## src/rtl/core/kwl_pkg.sv

```systemverilog
// ============================================================================
// kwl_pkg
// Shared types and constants of the K-weighted loudness window engine.
// ============================================================================
package kwl_pkg;

    // Fixed field widths
    localparam int CHANNEL_BITS   = 3;
    localparam int STEP_LEN_BITS  = 16;
    localparam int COEF_BITS      = 32;
    localparam int SIG_BITS       = 32;
    localparam int CFG_DATA_BITS  = 64;
    localparam int CFG_IDX_BITS   = 3;
    localparam int ENERGY_BITS    = 34;
    localparam int ENERGY_SHIFT   = 30;
    localparam int STEP_BITS      = 56;
    localparam int SUM_BITS       = 60;
    localparam int MOM_CNT_BITS   = 3;
    localparam int ST_CNT_BITS    = 5;

    // Configuration register indexes
    localparam logic [CFG_IDX_BITS-1:0] CFG_STEP_LENGTH    = 3'd0;
    localparam logic [CFG_IDX_BITS-1:0] CFG_HP_GAIN        = 3'd1;
    localparam logic [CFG_IDX_BITS-1:0] CFG_HP_FEEDBACK    = 3'd2;
    localparam logic [CFG_IDX_BITS-1:0] CFG_SHELF_B0       = 3'd3;
    localparam logic [CFG_IDX_BITS-1:0] CFG_SHELF_B1       = 3'd4;
    localparam logic [CFG_IDX_BITS-1:0] CFG_SHELF_B2       = 3'd5;
    localparam logic [CFG_IDX_BITS-1:0] CFG_SHELF_FEEDBACK = 3'd6;

    // Register reset values
    localparam logic [STEP_LEN_BITS-1:0] RST_STEP_LENGTH = 16'd4800;
    localparam logic signed [COEF_BITS-1:0] RST_HP_GAIN  = 32'sd533965824;
    localparam logic signed [COEF_BITS-1:0] RST_SHELF_B0 = 32'sd823165568;
    localparam logic signed [COEF_BITS-1:0] RST_SHELF_B1 = -32'sd1486264320;
    localparam logic signed [COEF_BITS-1:0] RST_SHELF_B2 = 32'sd684093440;

    // Top level sequencer
    typedef enum logic [2:0] {
        ST_IDLE,
        ST_FILTER,
        ST_FRAME,
        ST_WINDOW,
        ST_OUTPUT
    } t_top_state;

    // Filter unit control and status
    typedef struct packed {
        logic                    go;
        logic [CHANNEL_BITS-1:0] channel;
    } t_filt_req;

    typedef struct packed {
        logic                   done;
        logic [ENERGY_BITS-1:0] energy;
    } t_filt_rsp;

    // Window unit control and status
    typedef struct packed {
        logic                 close;
        logic [STEP_BITS-1:0] energy;
    } t_win_req;

    typedef struct packed {
        logic                    done;
        logic [SUM_BITS-1:0]     mom_sum;
        logic [MOM_CNT_BITS-1:0] mom_steps;
        logic [SUM_BITS-1:0]     st_sum;
        logic [ST_CNT_BITS-1:0]  st_steps;
        logic                    block_ready;
    } t_win_rsp;

endpackage

```

## src/rtl/core/kwl_ram.sv

```systemverilog
// ============================================================================
// kwl_ram
// Generic single-write, single-read RAM with registered read data.
// ============================================================================
module kwl_ram #(
    parameter int WIDTH = 8,
    parameter int DEPTH = 16,
    parameter int AW    = (DEPTH > 1) ? $clog2(DEPTH) : 1
) (
    input  logic             i_clk,
    input  logic             i_we,
    input  logic [AW-1:0]    i_waddr,
    input  logic [WIDTH-1:0] i_wdata,
    input  logic             i_re,
    input  logic [AW-1:0]    i_raddr,
    output logic [WIDTH-1:0] o_rdata
);
    logic [WIDTH-1:0] r_mem [DEPTH];
    logic [WIDTH-1:0] r_rdata;

    always_ff @(posedge i_clk) begin
        if (i_we) begin
            r_mem[i_waddr] <= i_wdata;
        end
        if (i_re) begin
            r_rdata <= r_mem[i_raddr];
        end
    end

    assign o_rdata = r_rdata;
endmodule

```

## src/rtl/core/kwl_window.sv

```systemverilog
// ============================================================================
// kwl_window
// Step history RAM and windowed energy sums, one history entry per cycle.
// ============================================================================
module kwl_window #(
    parameter int HISTORY_DEPTH    = 40,
    parameter int MOMENTARY_STEPS  = 4,
    parameter int SHORT_TERM_STEPS = 30
) (
    input  logic              i_clk,
    input  logic              i_rst_n,
    input  kwl_pkg::t_win_req i_req,
    output kwl_pkg::t_win_rsp o_rsp
);
    import kwl_pkg::*;

    localparam int HAW  = (HISTORY_DEPTH > 1) ? $clog2(HISTORY_DEPTH) : 1;
    localparam int CMAX = (HISTORY_DEPTH > SHORT_TERM_STEPS) ? HISTORY_DEPTH
                                                             : SHORT_TERM_STEPS;
    localparam int CW   = $clog2(CMAX + 1);

    logic [HAW-1:0]       r_wpos;
    logic [HAW-1:0]       r_rp;
    logic [CW-1:0]        r_fill;
    logic [CW-1:0]        r_mn;
    logic [CW-1:0]        r_sn;
    logic [CW-1:0]        r_cnt;
    logic [CW-1:0]        r_k;
    logic [CW-1:0]        r_rk;
    logic                 r_rv;
    logic                 r_busy;
    logic                 r_done;
    logic [SUM_BITS-1:0]  r_acc_m;
    logic [SUM_BITS-1:0]  r_acc_s;
    logic [STEP_BITS-1:0] rdata;
    logic [CW-1:0]        fill_nx;
    logic [CW-1:0]        mn_nx;
    logic [CW-1:0]        sn_nx;
    logic                 issue;
    logic                 last;
    logic [SUM_BITS:0]    sum_m;
    logic [SUM_BITS:0]    sum_s;

    kwl_ram #(.WIDTH(STEP_BITS), .DEPTH(HISTORY_DEPTH)) u_hist_ram (
        .i_clk   (i_clk),
        .i_we    (i_req.close),
        .i_waddr (r_wpos),
        .i_wdata (i_req.energy),
        .i_re    (issue),
        .i_raddr (r_rp),
        .o_rdata (rdata)
    );

    // Counts for the window that the new step completes
    always_comb begin
        fill_nx = (r_fill < CW'(HISTORY_DEPTH)) ? CW'(r_fill + 1'b1) : r_fill;
        mn_nx   = (fill_nx < CW'(MOMENTARY_STEPS))  ? fill_nx : CW'(MOMENTARY_STEPS);
        sn_nx   = (fill_nx < CW'(SHORT_TERM_STEPS)) ? fill_nx : CW'(SHORT_TERM_STEPS);
    end

    assign issue = r_busy && (r_k < r_cnt);
    assign last  = r_rv && (r_rk == CW'(r_cnt - 1'b1));
    assign sum_m = {1'b0, r_acc_m} + (SUM_BITS+1)'(rdata);
    assign sum_s = {1'b0, r_acc_s} + (SUM_BITS+1)'(rdata);

    // Control
    always_ff @(posedge i_clk) begin
        if (!i_rst_n) begin
            r_wpos <= '0;
            r_fill <= '0;
            r_busy <= 1'b0;
            r_rv   <= 1'b0;
            r_done <= 1'b0;
            r_k    <= '0;
        end else begin
            r_rv   <= issue;
            r_done <= last;
            if (i_req.close) begin
                r_wpos <= (r_wpos == HAW'(HISTORY_DEPTH - 1)) ? '0 : HAW'(r_wpos + 1'b1);
                r_fill <= fill_nx;
                r_busy <= 1'b1;
                r_k    <= '0;
            end else begin
                if (issue) begin
                    r_k <= CW'(r_k + 1'b1);
                end
                if (last) begin
                    r_busy <= 1'b0;
                end
            end
        end
    end

    // Read pointer walks from the newest entry backward; saturating sums
    always_ff @(posedge i_clk) begin
        r_rk <= r_k;
        if (i_req.close) begin
            r_rp    <= r_wpos;
            r_mn    <= mn_nx;
            r_sn    <= sn_nx;
            r_cnt   <= (mn_nx > sn_nx) ? mn_nx : sn_nx;
            r_acc_m <= '0;
            r_acc_s <= '0;
        end else begin
            if (issue) begin
                r_rp <= (r_rp == '0) ? HAW'(HISTORY_DEPTH - 1) : HAW'(r_rp - 1'b1);
            end
            if (r_rv && (r_rk < r_mn)) begin
                r_acc_m <= sum_m[SUM_BITS] ? {SUM_BITS{1'b1}} : sum_m[SUM_BITS-1:0];
            end
            if (r_rv && (r_rk < r_sn)) begin
                r_acc_s <= sum_s[SUM_BITS] ? {SUM_BITS{1'b1}} : sum_s[SUM_BITS-1:0];
            end
        end
    end

    assign o_rsp.done        = r_done;
    assign o_rsp.mom_sum     = r_acc_m;
    assign o_rsp.mom_steps   = r_mn[MOM_CNT_BITS-1:0];
    assign o_rsp.st_sum      = r_acc_s;
    assign o_rsp.st_steps    = r_sn[ST_CNT_BITS-1:0];
    assign o_rsp.block_ready = (r_fill >= CW'(MOMENTARY_STEPS));
endmodule

```

## config.mk

```make
export PLATFORM = sky130hd
export DESIGN_NAME = kwl_window
export DESIGN_NICKNAME = d
export VERILOG_FILES = /design/src/rtl/core/kwl_pkg.sv /design/src/rtl/core/kwl_ram.sv /design/src/rtl/core/kwl_window.sv
export SDC_FILE = /design/constraint.sdc
export NUM_CORES = 2
export LEC_CHECK = 0
export BUFFER_PORTS_ARGS = -buffer_cell sky130_fd_sc_hd__buf_2
export CORE_MARGIN = 2
export CORE_UTILIZATION = 56
export CTS_CLUSTER_DIAMETER = 30
export DETAILED_ROUTE_END_ITERATION = 12
export GPL_TIMING_DRIVEN = 0
export PLACE_DENSITY = 0.87
export SETUP_SLACK_MARGIN = 0.4
export SLEW_MARGIN = 20
export SYNTH_ARGS = -nofsm -noshare
export SYNTH_HDL_FRONTEND = slang
export SYNTH_HIERARCHICAL = 1
export SYNTH_SLANG_ARGS = --single-unit
```

## constraint.sdc

```tcl
create_clock -name i_clk -period 5.2 [get_ports i_clk]
set_clock_uncertainty 0.1 [all_clocks]
set_input_delay 0 -clock i_clk [delete_from_list [all_inputs] [get_ports i_clk]]
set_output_delay 0 -clock i_clk [all_outputs]
set_load 0.02 [all_outputs]
```

# == Word level (Yosys, flattened, before mapping) ==
# Memories as Yosys holds them, arrays and structs flattened. A register that Yosys moved wholly into a read port is not among the register bits.
# Cells that the tools add are included.
# classes
add_sub_neg,7
n_lt_le_gt_ge,8
n_eq_ne,2
mux,14
n_bitwise,1
n_reduce_logical,8
# ops
operator,n
$add 60x56->61,2
$mux 60,2
$mux 6,8
$add 6x1->6 const B,3
$lt 6x6->1,3
$sub 6x1->6 const B,2
$eq 6x6->1,1
$eq 6x6->1 const B,1
$ge 6x3->1 const B,1
$gt 6x6->1,1
$logic_not 6->1,1
$lt 6x3->1 const B,1
$lt 6x5->1 const B,1
$lt 6x6->1 const B,1
$logic_and 1x1->1,4
$mux 1,4
$reduce_bool 2->1,2
$reduce_or 2->1,1
$not 1->1,1
# totals
register_bits,171
mem_bits_rw,2240
input_bits,59
out_inout_bits,130
word_cells,54
mem_count,1
# memory_table
name,depth,width,rd,rd_ports_with_merged_regs,wr,line,source
u_hist_ram.r_mem,40,56,1,1,1,kwl_ram.sv:18,logic [WIDTH-1:0] r_mem [DEPTH];

# == Depth between registers and ports, before layout ==
# depth
depth_word,6
depth_mapped,15
mapped_depth_nobuf,14

# == Modules after synthesis ==
# The synthesis kept the hierarchy.
# modules_own_cells
mod,n_inst,cells_per_inst,area_each_um2,seq_area_each_um2
kwl_ram,1,3591,86927.1,68946.1
kwl_window,1,1635,13097.6,3663.5

# == Worst setup path after synthesis ==
# OpenSTA, ideal clock, no wires.
# synth_path
path_kind,register -> register
start,reg r_wpos[4]
end,mem u_hist_ram/r_mem[16][0] (netlist bit) (enable)
setup_ns,0.539
arrival_ns,4.688
required_ns,4.561
path_slack_ns,-0.127
path_stages_with_launch,4
n_path_buf,0
synth_period_minus_slack_ns,5.327
path_cell_list,dfxtp_1 nor4bb_1 nand2b_1 nor3_1
# synth_lines
element,line,source
"start, declared",kwl_window.sv:22,logic [HAW-1:0] r_wpos;
"start signal, assigned",kwl_window.sv:79,r_wpos <= (r_wpos == HAW'(HISTORY_DEPTH - 1)) ? '0 : HAW'(r_wpos + 1'b1);
"end, declared",kwl_ram.sv:18,
# Straight into the memory's write port.

==> results.md <==
* Worst Path Buf+Inv at 5
* First-pass DRT Iterations at 10
* Post-cts gate resize count at 0
* Critical Path Most Common Cell: buf_2
* EDFF count, synth at 2320
* Gpl congestion at between 0.9 and 1
* Syn Area/Cell at around 19 um^2
* Worst hold margin at about 4.2 ps
* Pin count of the biggest net entering global routing at 58
* Chip width at 426.6 um
* DR vias/cell at approximately 7.4
* Top delay family on crit path: buffers and inverters
* I/O pins at roughly 190
* Layout area overhead at 21.78%
* Slew Viols, Final at 0
* Most frequent cells in the layout: edfxtp_1 (2320), mux4_2 (604), clkbuf_16 (417), buf_2 (242), nand2_1 (235)
* DIE AREA at 182000 um^2
* Worst setup EP type: register
* Syn. warnings at 6
* Post-Synth Simple-Gate Area at 0.03093
* Clock Latency Late Sink at 1050 ps
* Die Y at 426.6 um
* Largest family of logic cells by synthesized area: multiplexers
* Synth Instances at 5226
* Tmin final at 5003 ps
* Highest-delay cell along the critical path: buf_2
* Mux cell area share after synthesis at 0.1551
* Final-report hold violation count at 0
* Number of DRC markers in iteration 0 at 11780
* Crit Path Class: reg -> reg
* Port Buf Inserts at roughly 190
* # Post-CTS Setup Buffers at 0
* Routed WL per cell at 40.99 um
* Hold Path Class: in -> reg
* Final setup fails at 0
* Initial core utilization at 0.5618
* Number of synthesized register bits at about 2500
* Post-Synth Adder-Cell Area at 0.01741
* Top_reg_cell synth: edfxtp_1
* Clk slew on worst S/H paths at approximately 50 ps
* Vias post-DR at between 60000 and 70000
* Footprint of the multi-input gates at roughly 26000 um^2
* CTS tree: built
* FF/Latch Area at around 73000 um^2
* Critical Path RT at 5710 ps
* Row cnt at ~160
* Synthesized area at approximately 100000 um^2
* Worst slew pin tran at 1330 ps
* Final period util at 0.9621
* Clock buffer count from CTS at roughly 410
* Core footprint at between 150000 and 200000 um^2
* Worst EP arrival at roughly 5500 ps
* Number of antenna violations at the first check in global routing at 42
* Post-layout net count at 6236
* Max-slew headroom at 0.1131
* Global-route wire length before repair at about 490 mm
* Fmax achieved at ~200 MHz
* Xor/xnor cell area share of the yosys netlist at 0.01165
* Total track usage at 0.3927
* Number of global-route vias before repair at 63070
* Reg2Reg Setup Slack at approximately 200 ps
* Post-DP HPWL at 195.4 mm
* DRC Markers at 0
* Power density over the cells at approximately 470 nW/um^2
* Crit-path max FO at 14
* Remaining antenna violation count at 0
* Outcome: finished clean
* Compound-Gate Fraction of Synth Area at 0.04297
* Total design power at between 50 and 60 mW
* Root Buffer Master: clkbuf_16
* Sequential area share after synthesis at 0.7259
* Largest stage delay, worst path at between 700 and 800 ps
* Worst-path cell chain: buf_2 > buf_2 > buf_2 > buf_2 > buf_2 > mux2i_1 > o22ai_1 > a21oi_1 > nand2_1
* RSZ-0062 raised after global routing: false
* Leakage at just over 40 nW
* Clock buffer depth at 4
* Crit start category: register
* Commonest non-fill, non-tap cell in the layout: edfxtp_1
* Number of fill cells at 10090
* Routed WL at 358.7 mm
* Grt total ovfl at 0
* Unique masters post-synth at between 70 and 80
* Maximum vdd drop at between 0.4 and 0.5 mV
* Clk sinks at about 2500
* H-tree levels at 5
* Fraction of layout cells with a size suffix above 1 at 0.2870
* Number of max-cap violations at 0
* Ys async rst share at 0
[power by group]
part | switching, mW | internal, mW
logic | 4.75 | 2.55
registers | 0.280 | 22.0
clock network | 10.6 | 17.5
[routing by layer]
metal  up-vias  GRT usage  wire length (um)
li1      23210          -                 -
met2      7639     0.6052            164400
met5         -    0.01534               279
met3      2194     0.1373             52800
met4        40     0.2993             35180
met1     31660     0.4520            106000
[cells in the mapped netlist (15+ instances only)]
cell type	n	area [um^2]
a211oi_1	121	908.4
a21o_1	59	442.9
a21oi_1	204	1021
a31oi_1	23	143.9
buf_1	21	78.83
buf_2	54	270.3
buf_4	44	330.3
clkbuf_1	148	555.5
dfxtp_1	147	2943
edfxtp_1	2320	69670
ha_1	136	1702
inv_1	65	244.0
mux2_2	69	777.0
mux2i_1	113	1131
mux4_2	604	13600
nand2_1	235	882.1
nand2b_1	25	156.4
nand3_1	41	205.2
nand4_1	36	225.2
nor2_1	241	904.6
nor2b_1	29	181.4
nor3_1	30	150.1
o21a_1	15	112.6
o21ai_0	69	345.3
o22ai_1	60	375.4
xnor2_1	61	534.3
xor2_1	72	630.6
[cell type report]
cell class                 instances  share of cell area
buffer                           279             0.01133
tap                             2355             0.02419
antenna                           31           0.0006369
sequential                      2467              0.5961
clock buffer                     464             0.08753
clock inverter                   276             0.02586
inverter                          65            0.002003
multi-input combinational       2419              0.2146
timing repair buffer             393             0.03773
[state kept, by name (all words and copies together), names as in the netlist]
register            flops
r_acc_m                60
r_busy                  1
r_k                     6
r_sn                    6
r_acc_s                60
r_done                  1
r_rk                    6
u_hist_ram/o_rdata     56
r_cnt                   6
r_fill                  6
r_rp                    6
r_rv                    1
r_wpos                  6
r_mn                    6
u_hist_ram/r_mem     2240
[cells by family after synthesis]
| kind of cell | count (synthesis) |
|---|---|
| other cells | 1 |
| xor+xnor | 133 |
| compound gates | 668 |
| fa+ha+maj | 138 |
| mux | 786 |
| flops | 2467 |
| buf+inv | 344 |
| simple gates | 689 |
[per-stage QoR]
stage / area, um^2 / setup TNS (ps) / util / instances / worst slack (ps)
floorplan: 100100 / 0 / - / 5230 / 1031
global placement: 103900 / -3611480 / 0.5838 / 7773 / -1910
detailed placement: 107100 / 0 / 0.6016 / 7900 / 855.0
CTS: 121700 / 0 / 0.6836 / 8717 / 700.8
global route: 121800 / 0 / 0.6840 / 8736 / 478.1
finish: 121800 / 0 / 0.6842 / 8749 / 197.3
[path summary, 6_finish.rpt]
kind	from	end	depth (start not counted)
setup reg to reg	r_rp[1]	u_hist_ram/o_rdata[55]	9
hold reg to reg	r_k[5]	r_rk[5]	0
hold / removal	i_req[17]	u_hist_ram/r_mem[26][17]	2
setup / recovery	r_rp[1]	u_hist_ram/o_rdata[55]	9
[timing repair]
item	in CTS	in global routing
endpoints found under the setup margin	0	0
hold endpoints to repair	2279	0
hold buffers	77	0
No activity file was read; power rests on OpenSTA's default activity.
