===== src/rtl/core/kwl_pkg.sv =====
// ============================================================================
// kwl_pkg
// Shared types and constants of the K-weighted loudness window engine.
// ============================================================================
package kwl_pkg;

    // Fixed field widths
    localparam int CHANNEL_BITS   = 3;
    localparam int STEP_LEN_BITS  = 16;
    localparam int COEF_BITS      = 32;
    localparam int SIG_BITS       = 32;
    localparam int CFG_DATA_BITS  = 64;
    localparam int CFG_IDX_BITS   = 3;
    localparam int ENERGY_BITS    = 34;
    localparam int ENERGY_SHIFT   = 30;
    localparam int STEP_BITS      = 56;
    localparam int SUM_BITS       = 60;
    localparam int MOM_CNT_BITS   = 3;
    localparam int ST_CNT_BITS    = 5;

    // Configuration register indexes
    localparam logic [CFG_IDX_BITS-1:0] CFG_STEP_LENGTH    = 3'd0;
    localparam logic [CFG_IDX_BITS-1:0] CFG_HP_GAIN        = 3'd1;
    localparam logic [CFG_IDX_BITS-1:0] CFG_HP_FEEDBACK    = 3'd2;
    localparam logic [CFG_IDX_BITS-1:0] CFG_SHELF_B0       = 3'd3;
    localparam logic [CFG_IDX_BITS-1:0] CFG_SHELF_B1       = 3'd4;
    localparam logic [CFG_IDX_BITS-1:0] CFG_SHELF_B2       = 3'd5;
    localparam logic [CFG_IDX_BITS-1:0] CFG_SHELF_FEEDBACK = 3'd6;

    // Register reset values
    localparam logic [STEP_LEN_BITS-1:0] RST_STEP_LENGTH = 16'd4800;
    localparam logic signed [COEF_BITS-1:0] RST_HP_GAIN  = 32'sd533965824;
    localparam logic signed [COEF_BITS-1:0] RST_SHELF_B0 = 32'sd823165568;
    localparam logic signed [COEF_BITS-1:0] RST_SHELF_B1 = -32'sd1486264320;
    localparam logic signed [COEF_BITS-1:0] RST_SHELF_B2 = 32'sd684093440;

    // Top level sequencer
    typedef enum logic [2:0] {
        ST_IDLE,
        ST_FILTER,
        ST_FRAME,
        ST_WINDOW,
        ST_OUTPUT
    } t_top_state;

    // Filter unit control and status
    typedef struct packed {
        logic                    go;
        logic [CHANNEL_BITS-1:0] channel;
    } t_filt_req;

    typedef struct packed {
        logic                   done;
        logic [ENERGY_BITS-1:0] energy;
    } t_filt_rsp;

    // Window unit control and status
    typedef struct packed {
        logic                 close;
        logic [STEP_BITS-1:0] energy;
    } t_win_req;

    typedef struct packed {
        logic                    done;
        logic [SUM_BITS-1:0]     mom_sum;
        logic [MOM_CNT_BITS-1:0] mom_steps;
        logic [SUM_BITS-1:0]     st_sum;
        logic [ST_CNT_BITS-1:0]  st_steps;
        logic                    block_ready;
    } t_win_rsp;

endpackage


===== src/rtl/core/kwl_ram.sv =====
// ============================================================================
// kwl_ram
// Generic single-write, single-read RAM with registered read data.
// ============================================================================
module kwl_ram #(
    parameter int WIDTH = 8,
    parameter int DEPTH = 16,
    parameter int AW    = (DEPTH > 1) ? $clog2(DEPTH) : 1
) (
    input  logic             i_clk,
    input  logic             i_we,
    input  logic [AW-1:0]    i_waddr,
    input  logic [WIDTH-1:0] i_wdata,
    input  logic             i_re,
    input  logic [AW-1:0]    i_raddr,
    output logic [WIDTH-1:0] o_rdata
);
    logic [WIDTH-1:0] r_mem [DEPTH];
    logic [WIDTH-1:0] r_rdata;

    always_ff @(posedge i_clk) begin
        if (i_we) begin
            r_mem[i_waddr] <= i_wdata;
        end
        if (i_re) begin
            r_rdata <= r_mem[i_raddr];
        end
    end

    assign o_rdata = r_rdata;
endmodule


===== src/rtl/core/kwl_filter.sv =====
// ============================================================================
// kwl_filter
// Per-channel K-weighting biquad pair on one shared 32x32 multiplier.
// Filter history lives in a RAM, read at start and written back at the end.
// ============================================================================
module kwl_filter #(
    parameter int MAX_CHANNELS   = 8,
    parameter int SAMPLE_BITS    = 24,
    parameter int COEF_FRAC_BITS = 29
) (
    input  logic                               i_clk,
    input  logic                               i_rst_n,
    input  kwl_pkg::t_filt_req                 i_req,
    input  logic signed [SAMPLE_BITS-1:0]      i_sample,
    input  logic signed [kwl_pkg::COEF_BITS-1:0] i_hp_gain,
    input  logic [kwl_pkg::CFG_DATA_BITS-1:0]  i_hp_feedback,
    input  logic signed [kwl_pkg::COEF_BITS-1:0] i_shelf_b0,
    input  logic signed [kwl_pkg::COEF_BITS-1:0] i_shelf_b1,
    input  logic signed [kwl_pkg::COEF_BITS-1:0] i_shelf_b2,
    input  logic [kwl_pkg::CFG_DATA_BITS-1:0]  i_shelf_feedback,
    output kwl_pkg::t_filt_rsp                 o_rsp
);
    import kwl_pkg::*;

    localparam int CAW = (MAX_CHANNELS > 1) ? $clog2(MAX_CHANNELS) : 1;
    localparam int SSH = (SIG_BITS - 2) - (SAMPLE_BITS - 1); // scale to Q2.30
    localparam int LSH = (SSH >= 0) ? SSH : 0;
    localparam int RSH = (SSH < 0) ? -SSH : 0;
    localparam int AW  = 68 - COEF_FRAC_BITS;               // accumulator width
    localparam int PW  = 2 * SIG_BITS;

    // Product schedule
    localparam logic [3:0] K_HP_X0  = 4'd0;
    localparam logic [3:0] K_HP_X2  = 4'd1;
    localparam logic [3:0] K_HP_X1  = 4'd2;
    localparam logic [3:0] K_HP_Y1  = 4'd3;
    localparam logic [3:0] K_HP_Y2  = 4'd4;
    localparam logic [3:0] K_SH_X1  = 4'd5;
    localparam logic [3:0] K_SH_X2  = 4'd6;
    localparam logic [3:0] K_SH_Y1  = 4'd7;
    localparam logic [3:0] K_SH_Y2  = 4'd8;
    localparam logic [3:0] K_SH_X0  = 4'd9;
    localparam logic [3:0] K_ENERGY = 4'd11;
    localparam logic [3:0] K_LAST   = 4'd12;

    typedef struct packed {
        logic signed [SAMPLE_BITS-1:0] hx1;
        logic signed [SAMPLE_BITS-1:0] hx2;
        logic signed [SIG_BITS-1:0]    hy1;
        logic signed [SIG_BITS-1:0]    hy2;
        logic signed [SIG_BITS-1:0]    sx1;
        logic signed [SIG_BITS-1:0]    sx2;
        logic signed [SIG_BITS-1:0]    sy1;
        logic signed [SIG_BITS-1:0]    sy2;
    } t_fstate;

    localparam int FSW = $bits(t_fstate);

    function automatic logic signed [SIG_BITS-1:0] to_sig(
        input logic signed [SAMPLE_BITS-1:0] v
    );
        logic signed [PW-1:0] w;
        w = PW'(v);
        w = (w <<< LSH) >>> RSH;
        return w[SIG_BITS-1:0];
    endfunction

    function automatic logic signed [SIG_BITS-1:0] sat32(input logic signed [AW-1:0] v);
        logic fits;
        fits = (&v[AW-1:SIG_BITS-1]) || !(|v[AW-1:SIG_BITS-1]);
        if (fits) begin
            return v[SIG_BITS-1:0];
        end
        return v[AW-1] ? {1'b1, {(SIG_BITS-1){1'b0}}} : {1'b0, {(SIG_BITS-1){1'b1}}};
    endfunction

    logic [CAW-1:0]                 r_addr;
    logic signed [SAMPLE_BITS-1:0]  r_x;
    logic [MAX_CHANNELS-1:0]        r_valid;
    logic                           r_ld;
    logic                           r_busy;
    logic [3:0]                     r_k;
    logic                           r_pv;
    logic [3:0]                     r_pk;
    logic signed [PW-1:0]           r_prod;
    logic signed [AW-1:0]           r_acc_hp;
    logic signed [AW-1:0]           r_acc_sh;
    t_fstate                        r_st;
    t_fstate                        wb_st;
    logic [FSW-1:0]                 ram_rdata;
    logic [CAW-1:0]                 req_addr;
    logic signed [SIG_BITS-1:0]     op_a;
    logic signed [SIG_BITS-1:0]     op_b;
    logic signed [SIG_BITS-1:0]     h;
    logic signed [SIG_BITS-1:0]     y;
    logic                           issue;
    logic signed [PW-1:0]           t_plain;
    logic signed [PW-1:0]           t_neg2;
    logic                           wb;

    assign req_addr = CAW'({1'b0, i_req.channel});
    assign h        = sat32(r_acc_hp);
    assign y        = sat32(r_acc_sh);
    assign issue    = r_busy && ((r_k <= K_SH_X0) || (r_k == K_ENERGY));
    assign wb       = r_busy && (r_k == K_LAST);

    // Filter history memory
    kwl_ram #(.WIDTH(FSW), .DEPTH(MAX_CHANNELS)) u_state_ram (
        .i_clk   (i_clk),
        .i_we    (wb),
        .i_waddr (r_addr),
        .i_wdata (wb_st),
        .i_re    (i_req.go),
        .i_raddr (req_addr),
        .o_rdata (ram_rdata)
    );

    // Multiplier operand selection
    always_comb begin
        op_a = '0;
        op_b = '0;
        unique case (r_k)
            K_HP_X0:  begin op_a = i_hp_gain; op_b = to_sig(r_x); end
            K_HP_X2:  begin op_a = i_hp_gain; op_b = to_sig(r_st.hx2); end
            K_HP_X1:  begin op_a = i_hp_gain; op_b = to_sig(r_st.hx1); end
            K_HP_Y1:  begin op_a = i_hp_feedback[63:32]; op_b = r_st.hy1; end
            K_HP_Y2:  begin op_a = i_hp_feedback[31:0];  op_b = r_st.hy2; end
            K_SH_X1:  begin op_a = i_shelf_b1; op_b = r_st.sx1; end
            K_SH_X2:  begin op_a = i_shelf_b2; op_b = r_st.sx2; end
            K_SH_Y1:  begin op_a = i_shelf_feedback[63:32]; op_b = r_st.sy1; end
            K_SH_Y2:  begin op_a = i_shelf_feedback[31:0];  op_b = r_st.sy2; end
            K_SH_X0:  begin op_a = i_shelf_b0; op_b = h; end
            K_ENERGY: begin op_a = y; op_b = y; end
            default:  begin op_a = '0; op_b = '0; end
        endcase
    end

    // Floored terms; the high-pass b1 tap is -2*b0, applied before the floor
    assign t_plain = r_prod >>> COEF_FRAC_BITS;
    assign t_neg2  = (-(r_prod <<< 1)) >>> COEF_FRAC_BITS;

    // Updated history for write-back
    always_comb begin
        wb_st     = r_st;
        wb_st.hx1 = r_x;
        wb_st.hx2 = r_st.hx1;
        wb_st.hy1 = h;
        wb_st.hy2 = r_st.hy1;
        wb_st.sx1 = h;
        wb_st.sx2 = r_st.sx1;
        wb_st.sy1 = y;
        wb_st.sy2 = r_st.sy1;
    end

    // Sequencer control
    always_ff @(posedge i_clk) begin
        if (!i_rst_n) begin
            r_ld    <= 1'b0;
            r_busy  <= 1'b0;
            r_k     <= '0;
            r_pv    <= 1'b0;
            r_valid <= '0;
        end else begin
            r_ld <= i_req.go;
            r_pv <= issue;
            if (r_ld) begin
                r_busy <= 1'b1;
                r_k    <= '0;
            end else if (r_busy) begin
                r_k <= r_k + 4'd1;
                if (r_k == K_LAST) begin
                    r_busy <= 1'b0;
                end
            end
            if (wb) begin
                r_valid[r_addr] <= 1'b1;
            end
        end
    end

    // Datapath: latch, multiply, accumulate
    always_ff @(posedge i_clk) begin
        if (i_req.go) begin
            r_addr <= req_addr;
            r_x    <= i_sample;
        end
        if (r_ld) begin
            r_st     <= r_valid[r_addr] ? t_fstate'(ram_rdata) : '0;
            r_acc_hp <= '0;
            r_acc_sh <= '0;
        end
        if (issue) begin
            r_prod <= op_a * op_b;
        end
        r_pk <= r_k;
        if (r_pv) begin
            unique case (r_pk)
                K_HP_X0, K_HP_X2: r_acc_hp <= r_acc_hp + t_plain[AW-1:0];
                K_HP_X1:          r_acc_hp <= r_acc_hp + t_neg2[AW-1:0];
                K_HP_Y1, K_HP_Y2: r_acc_hp <= r_acc_hp - t_plain[AW-1:0];
                K_SH_X1, K_SH_X2, K_SH_X0: r_acc_sh <= r_acc_sh + t_plain[AW-1:0];
                K_SH_Y1, K_SH_Y2: r_acc_sh <= r_acc_sh - t_plain[AW-1:0];
                default: ;
            endcase
        end
    end

    assign o_rsp.done   = wb;
    assign o_rsp.energy = r_prod[ENERGY_SHIFT+ENERGY_BITS-1:ENERGY_SHIFT];
endmodule


===== config.mk =====
export PLATFORM = sky130hd
export DESIGN_NAME = kwl_filter
export DESIGN_NICKNAME = d
export VERILOG_FILES = /design/src/rtl/core/kwl_pkg.sv /design/src/rtl/core/kwl_ram.sv /design/src/rtl/core/kwl_filter.sv
export SDC_FILE = /design/constraint.sdc
export NUM_CORES = 2
export LEC_CHECK = 0
export BUFFER_PORTS_ARGS = -buffer_cell sky130_fd_sc_hd__buf_4
export CAP_MARGIN = 20
export CORE_MARGIN = 2
export CORE_UTILIZATION = 40
export DETAILED_ROUTE_END_ITERATION = 6
export GPL_TIMING_DRIVEN = 0
export PLACE_DENSITY_LB_ADDON = 0.2
export REMOVE_ABC_BUFFERS = 1
export SLEW_MARGIN = 10
export SYNTH_ARGS = -nofsm -noshare
export SYNTH_HDL_FRONTEND = slang
export SYNTH_SLANG_ARGS = --single-unit

===== constraint.sdc =====
create_clock -name i_clk -period 13.6 [get_ports i_clk]
set_input_delay 1.36 -clock i_clk [delete_from_list [all_inputs] [get_ports i_clk]]
set_output_delay 1.36 -clock i_clk [all_outputs]
set_load 0.005 [all_outputs]

==> Word-level counts from Yosys, hierarchy flattened <==
Memories as Yosys holds them, arrays and structs flattened. A register that Yosys moved wholly into a read port is not among the register bits.
Cells that the tools add are included.
{ "totals": {"register_bits": 428, "ram_bits": 1920, "inputBits": 286, "output_inout_bits": 35, "wordCells": 98, "memories": 1} }
{ "op_classes": {"n_addsub": 7, "mul": 1, "n_lt_le_gt_ge": 3, "n_eq_ne": 20, "n_mux": 25, "bitwise": 2, "reduce_logical": 20} }
{ "memory_table": {"columns": ["name", "words", "width", "read_ports", "rd_ports_with_merged_regs", "write_ports", "line_no", "text"], "rows": [
  ["u_state_ram.r_mem", 8, 240, 1, 1, 1, "kwl_ram.sv:18", "logic [WIDTH-1:0] r_mem [DEPTH];"]
]} }
{ "ops": {"columns": ["op", "count"], "rows": [
  ["$pmux 32 s11", 1],
  ["$pmux 32 s9", 1],
  ["$mux 32", 6],
  ["$mux 39", 4],
  ["$add 39x39->39", 3],
  ["$pmux 39 s3", 1],
  ["$pmux 39 s2", 1],
  ["$sub 39x39->39", 2],
  ["$mul 32x32->64", 1],
  ["$neg 64->64", 1],
  ["$eq 4x3->1 const B", 8],
  ["$eq 4x4->1 const B", 6],
  ["$eq 4x2->1 const B", 4],
  ["$reduce_and 8->1", 2],
  ["$reduce_or 8->1", 2],
  ["$mux 1", 9],
  ["$eq 4x1->1 const B", 2],
  ["$logic_not 4->1", 2],
  ["$or 8x8->8", 1],
  ["$reduce_or 2->1", 4],
  ["$reduce_or 3->1", 2],
  ["$add 4x1->4 const B", 1],
  ["$le 4x4->1 const B", 1],
  ["$lt 3x4->1 const B", 1],
  ["7 further kinds", 12]
]} }

==> Depth between registers and ports, before layout <==
{ "depth": {"word_depth": 7, "mapped_depth": 41, "ltp_nobuf": 36} }

==> Hierarchy <==
Synthesis repeated with hierarchy kept, for this count alone.
{ "unflattened": {"cells_unflattened": 9767, "area_unflattened_um2": 141206.7} }
{ "modules_own_cells": {"columns": ["mod", "n_inst", "cells_per_inst", "area_each_um2", "seq_area_each_um2"], "rows": [
  ["kwl_ram", 1, 3027, 79150.9, 64862.2],
  ["kwl_filter", 1, 6740, 62055.8, 11881.4]
]} }

==> Worst setup path before layout <==
Ideal clock, no wire load.
{ "synth_timing": {"kind": "flip-flop to flip-flop", "startpoint": "register r_k[0]", "endpoint": "memory u_state_ram.r_mem[0][0] (netlist name), enable pin", "arrival_time_ps": 13016, "t_required_ps": 12670, "slack_ps": -346, "path_stages_with_launch": 6, "n_path_buf": 0, "period_less_slack_ps": 13946, "cell_sequence": "dfxtp_1 -> inv_1 -> ha_1 -> nand3_1 -> or3_1 -> nor3_1"} }
{ "synth_via": {"elab_chain_cells": 4} }
{ "synth_lines": {"columns": ["element", "line_no", "text"], "rows": [
  ["start, declared", "kwl_filter.sv:82", "logic [3:0] r_k;"],
  ["start signal, assigned", "kwl_filter.sv:170", "r_k <= r_k + 4'd1;"],
  ["$eq 4x4->1", "kwl_filter.sv:105", "assign wb = r_busy && (r_k == K_LAST);"],
  ["$logic_and 1x1->1", "kwl_filter.sv:105", null],
  ["$mux 1", "kwl_ram.sv:22", "if (i_we) begin"],
  ["$mux 1 (not written as such)", "kwl_ram.sv:23", "r_mem[i_waddr] <= i_wdata;"],
  ["end, declared", "kwl_ram.sv:18", null]
]} }
Every way passes these cells.

==> Worst setup path in the final report <==
{ "layout_timing": {"startpoint": "register r_acc_sh[31]", "endpoint": "register r_prod[59], data pin"} }
{ "layout_via": {"elab_chain_cells": 7, "word_cells_on_any_way": 10, "cone_classes": "mul (1); mux (5); reduce/logical (4)"} }
{ "layout_lines": {"columns": ["element", "line_no", "text"], "rows": [
  ["start, declared", "kwl_filter.sv:87", "logic signed [AW-1:0] r_acc_sh;"],
  ["start signal, assigned", "kwl_filter.sv:201", "K_SH_X1, K_SH_X2, K_SH_X0: r_acc_sh <= r_acc_sh + t_plain[AW-1:0];"],
  ["start signal, assigned", "kwl_filter.sv:202", "K_SH_Y1, K_SH_Y2: r_acc_sh <= r_acc_sh - t_plain[AW-1:0];"],
  ["$reduce_or 8->1", "kwl_filter.sv:70", "fits = (&v[AW-1:SIG_BITS-1]) || !(|v[AW-1:SIG_BITS-1]);"],
  ["$logic_not 1->1", "kwl_filter.sv:70", null],
  ["$logic_or 1x1->1 *", "kwl_filter.sv:70", null],
  ["$mux 1 *", "kwl_filter.sv:71", "if (fits) begin"],
  ["$mux 32 *", "kwl_filter.sv:74", "return v[AW-1] ? {1'b1, {(SIG_BITS-1){1'b0}}} : {1'b0, {(SIG_BITS-1){1'b1}}};"],
  ["named net u_state_ram.i_wdata[43]", "kwl_ram.sv:13", "input logic [WIDTH-1:0] i_wdata,"],
  ["$pmux 32 s11 / $pmux 32 s9 (equally long branches)", "kwl_filter.sv:122", "unique case (r_k)"],
  ["$mul 32x32->64 *", "kwl_filter.sv:193", "r_prod <= op_a * op_b;"],
  ["end signal, assigned", "kwl_filter.sv:193", null],
  ["end, declared", "kwl_filter.sv:85", "logic signed [PW-1:0] r_prod;"]
]} }
Mark *: on every way through the listed nets, which the timed path passes. The rest lies on a longest branch. The select of a mux whose other input is x is not followed.
A chain may end at the register's enable or synchronous reset.

==> flow_metrics.tcl <==
set metrics [dict create \
    async_flop_share 0 \
    run_status "complete, no violations" \
    initial_drc_count 6319 \
    edff_count_synth 1851 \
    synthCells 8675 \
    synth_largest_type_area_fraction 0.475 \
    syn_area_per_cell_sq_um 13.5 \
    netlist_top_cells_area "sky130_fd_sc_hd__edfxtp_1 48%, sky130_fd_sc_hd__fa_1 19%, sky130_fd_sc_hd__mux4_2 6.8%" \
    number_of_inserted_filler_cells_in_the_final_layout 25700 \
    post_synth_num_cell_types 88 \
    grt_antenna_before_repair 13 \
    wl_per_cell_um 25.8 \
    crit-reg2reg-capture "r_prod[59]$_DFFE_PP_" \
    hold_path_class "flip-flop to flip-flop" \
    timing.final.setup_violations 0 \
    drc_errors 0 \
    worst-path-max-fanout 28 \
    path_common_cell "sky130_fd_sc_hd__fa_1" \
    portion_of_the_clock_cycle_consumed_by_the_worst_path_in_the_final_layout 0.940 \
    final_design_utilization 0.461 \
    dr_total_vias 71800 \
    synth.ff_latch_count 1948 \
    cts_root_buf "sky130_fd_sc_hd__clkbuf_16" \
    postRouteWirelength_um 338000 \
    final_period_minus_worst_setup_slack_ns 12.78 \
    clock_tree_from_tritoncts "built" \
    die_x_um 545 \
    grtUsageTotal 0.229 \
    reg2reg_from "r_acc_sh[31]$_DFF_P_" \
    slew_headroom 0.177 \
    arr_time_crit_path_ns 13.35 \
    design.die.area_sq_um 297000 \
    postCtsHoldBufs 0 \
    synth-main-ff-cell "sky130_fd_sc_hd__edfxtp_1" \
    pin_count_of_the_biggest_net_entering_global_routing 87 \
    most_common_cell_after_layout_fill_and_taps_aside "sky130_fd_sc_hd__edfxtp_1" \
    synth_largest_area_cell "sky130_fd_sc_hd__edfxtp_1" \
    most-common-layout-cells "1,851 x sky130_fd_sc_hd__edfxtp_1, 1,084 x sky130_fd_sc_hd__fa_1, 1,081 x sky130_fd_sc_hd__inv_1" \
    worst_ep_required_ns 14.17 \
    detailed_place_hpwl_um 252000 \
    finalWeightedCongestion 0.900 \
    ctsResizeCount 0 \
    final.hold.worst_slack_ns 0.446 \
    clkLatencyLatePin_ns 0.86 \
    layout.nets 10700 \
    vias_per_std_cell 5.48 \
    grt_pass1_wl_um 501000 \
    worst_setup_hold_path_clk_slew_ns 0.06 \
    worst_setup_path_start_kind "flip-flop" \
    finClkSkew_ns 0.0629 \
    cts_max_path_buffers 3 \
    cp_launch_point "r_acc_sh[31]$_DFF_P_" \
    mappedNetlistArea_sq_um 117000 \
    cts_max_level 4 \
    firstDrtPassIters 6 \
    crit_type "flip-flop to flip-flop" \
    timing_hold_violations_final 0 \
    critical_path.endpoint "r_prod[59]$_DFFE_PP_" \
    ff2ff_setup_slack_ns 0.82 \
    cts_sinks 1948 \
    endpoint_kind "flip-flop" \
    worstMarginPinSlew_ns 1.23 \
    ioPinCount 321 \
    detail-route-antenna-nets 0 \
    io_buffers 320 \
    design.core.area_sq_um 291000 \
    fp.dieH_um 545 \
    maxCapViolations 0 \
    synthToLayoutAreaGrowth_pct 14.6 \
    timing_max_transition_violations_final 0 \
    grt_residual_overflow 0 \
    synth-seq-area-share 0.492 \
    critPathMaxStageDelay_ns 1.00 \
    vias_in_the_first_global_route 76000 \
    synth_warnings 0 \
    worst_path_max_delay_cell "sky130_fd_sc_hd__a2111o_1" \
    row_count 198 \
    cts_inserted_buffers 185 \
    timing.reg2reg.worst_path_depth 34 \
    rsz0062_at_grt "false" \
    layout-drive-gt1-share 0.177 \
    cts.repair_timing.setup_buffer_count 0 \
    initial_core_util 0.402 \
    max_freq_ghz 0.0782 \
]
cells in the mapped netlist, drive strengths merged, types with 33 or more instances:
cell / number
a2111o: 38
fa: 1085
clkbuf: 386
ha: 266
buf: 103
mux4: 354
nand2b: 44
xnor2: 127
a21oi: 157
xor2: 97
mux2: 178
dfxtp: 97
nand4: 33
a21o: 116
nor2: 626
and2: 54
nor3: 55
a22oi: 110
edfxtp: 1851
a2111oi: 44
o21ai: 183
a222oi: 48
inv: 1081
nand3: 127
nor2b: 242
nand2: 803
critical path, delay by kind of cell, from the launching register on:
kind,cells,cell delay (ns)
xor gates and xnor gates,1,0.11
AOI/OAI and AO/OA,10,3.87
adders and majority gates,9,4.42
and+or+nand+nor,8,3.17
buffers and inverters,6,0.49
DFF,1,0.34
routing by layer:
layer  GRT usage  vias to the layer above  wire (um)
met5           0                        -          0
met4      0.0810                        0      12600
met3      0.0374                      522      20600
met2       0.380                     2354     163000
met1       0.306                    38000     142000
li1            -                    31000          -
through the flow:
stage / setup slack [ns] / TNS (ns) / cell area [sq um] / instances
floorplan: -0.346 / -103.25 / 115000 / 8186
global placement: -16.45 / - / 122000 / 12400
detailed placement: 0.877 / 0 / 128000 / 12800
CTS: 0.827 / 0 / 134000 / 13100
global route: 0.296 / 0 / 134000 / 13100
finish: 0.819 / 0 / 134000 / 13100
flip-flops by register name (all words and copies together) (netlist names):
name / flops
r_acc_sh: 39
u_state_ram.o_rdata: 176
r_pv: 1
r_acc_hp: 39
r_pk: 4
r_valid: 8
r_addr: 3
r_st: 176
u_state_ram.r_mem: 1408
r_busy: 1
r_prod: 64
r_ld: 1
r_k: 4
r_x: 24
final cells by class:
cell class | count | area (sq um) | area share
Sequential cell | 1948 | 57500 | 0.429
Multi-Input combinational cell | 5155 | 53900 | 0.403
Timing Repair Buffer | 694 | 7590 | 0.0567
Tap cell | 3900 | 4880 | 0.0364
Clock buffer | 227 | 4850 | 0.0362
Inverter | 1083 | 4070 | 0.0304
Clock inverter | 113 | 1090 | 0.00816
Antenna cell | 2 | 5.00 | 0.0000374
worst min path at each step:
stage	slack, ns	cells after the start	to	startpoint
2_1_floorplan	0.39	0	r_pk[1]$_DFF_P_	r_k[1]$_SDFFE_PP0P_
3_3_place_gp	0.42	0	r_pk[1]$_DFF_P_	r_k[1]$_SDFFE_PP0P_
3_5_place_dp	0.43	0	r_pk[1]$_DFF_P_	r_k[1]$_SDFFE_PP0P_
4_1_cts	0.44	0	r_pk[1]$_DFF_P_	r_k[1]$_SDFFE_PP0P_
5_1_grt	0.47	0	r_pk[1]$_DFF_P_	r_k[1]$_SDFFE_PP0P_
6_report	0.45	0	r_pk[1]$_DFF_P_	r_k[1]$_SDFFE_PP0P_
kinds of logic (layout without fill, tap and decap cells):
logic type,count (synthesis),after routing,share of synthesized area
simple gates,2120,2120,0.0833
flops,1948,1948,0.492
buf+inv,1572,2117,0.0518
fa+ha+maj,1351,1351,0.214
compound gates,919,919,0.0559
mux,541,541,0.0861
xor+xnor,224,224,0.0168
other cells,0,2,0
Power is not shown: default switching activity piles up to over one toggle a cycle in this logic, so the estimate is an artifact.
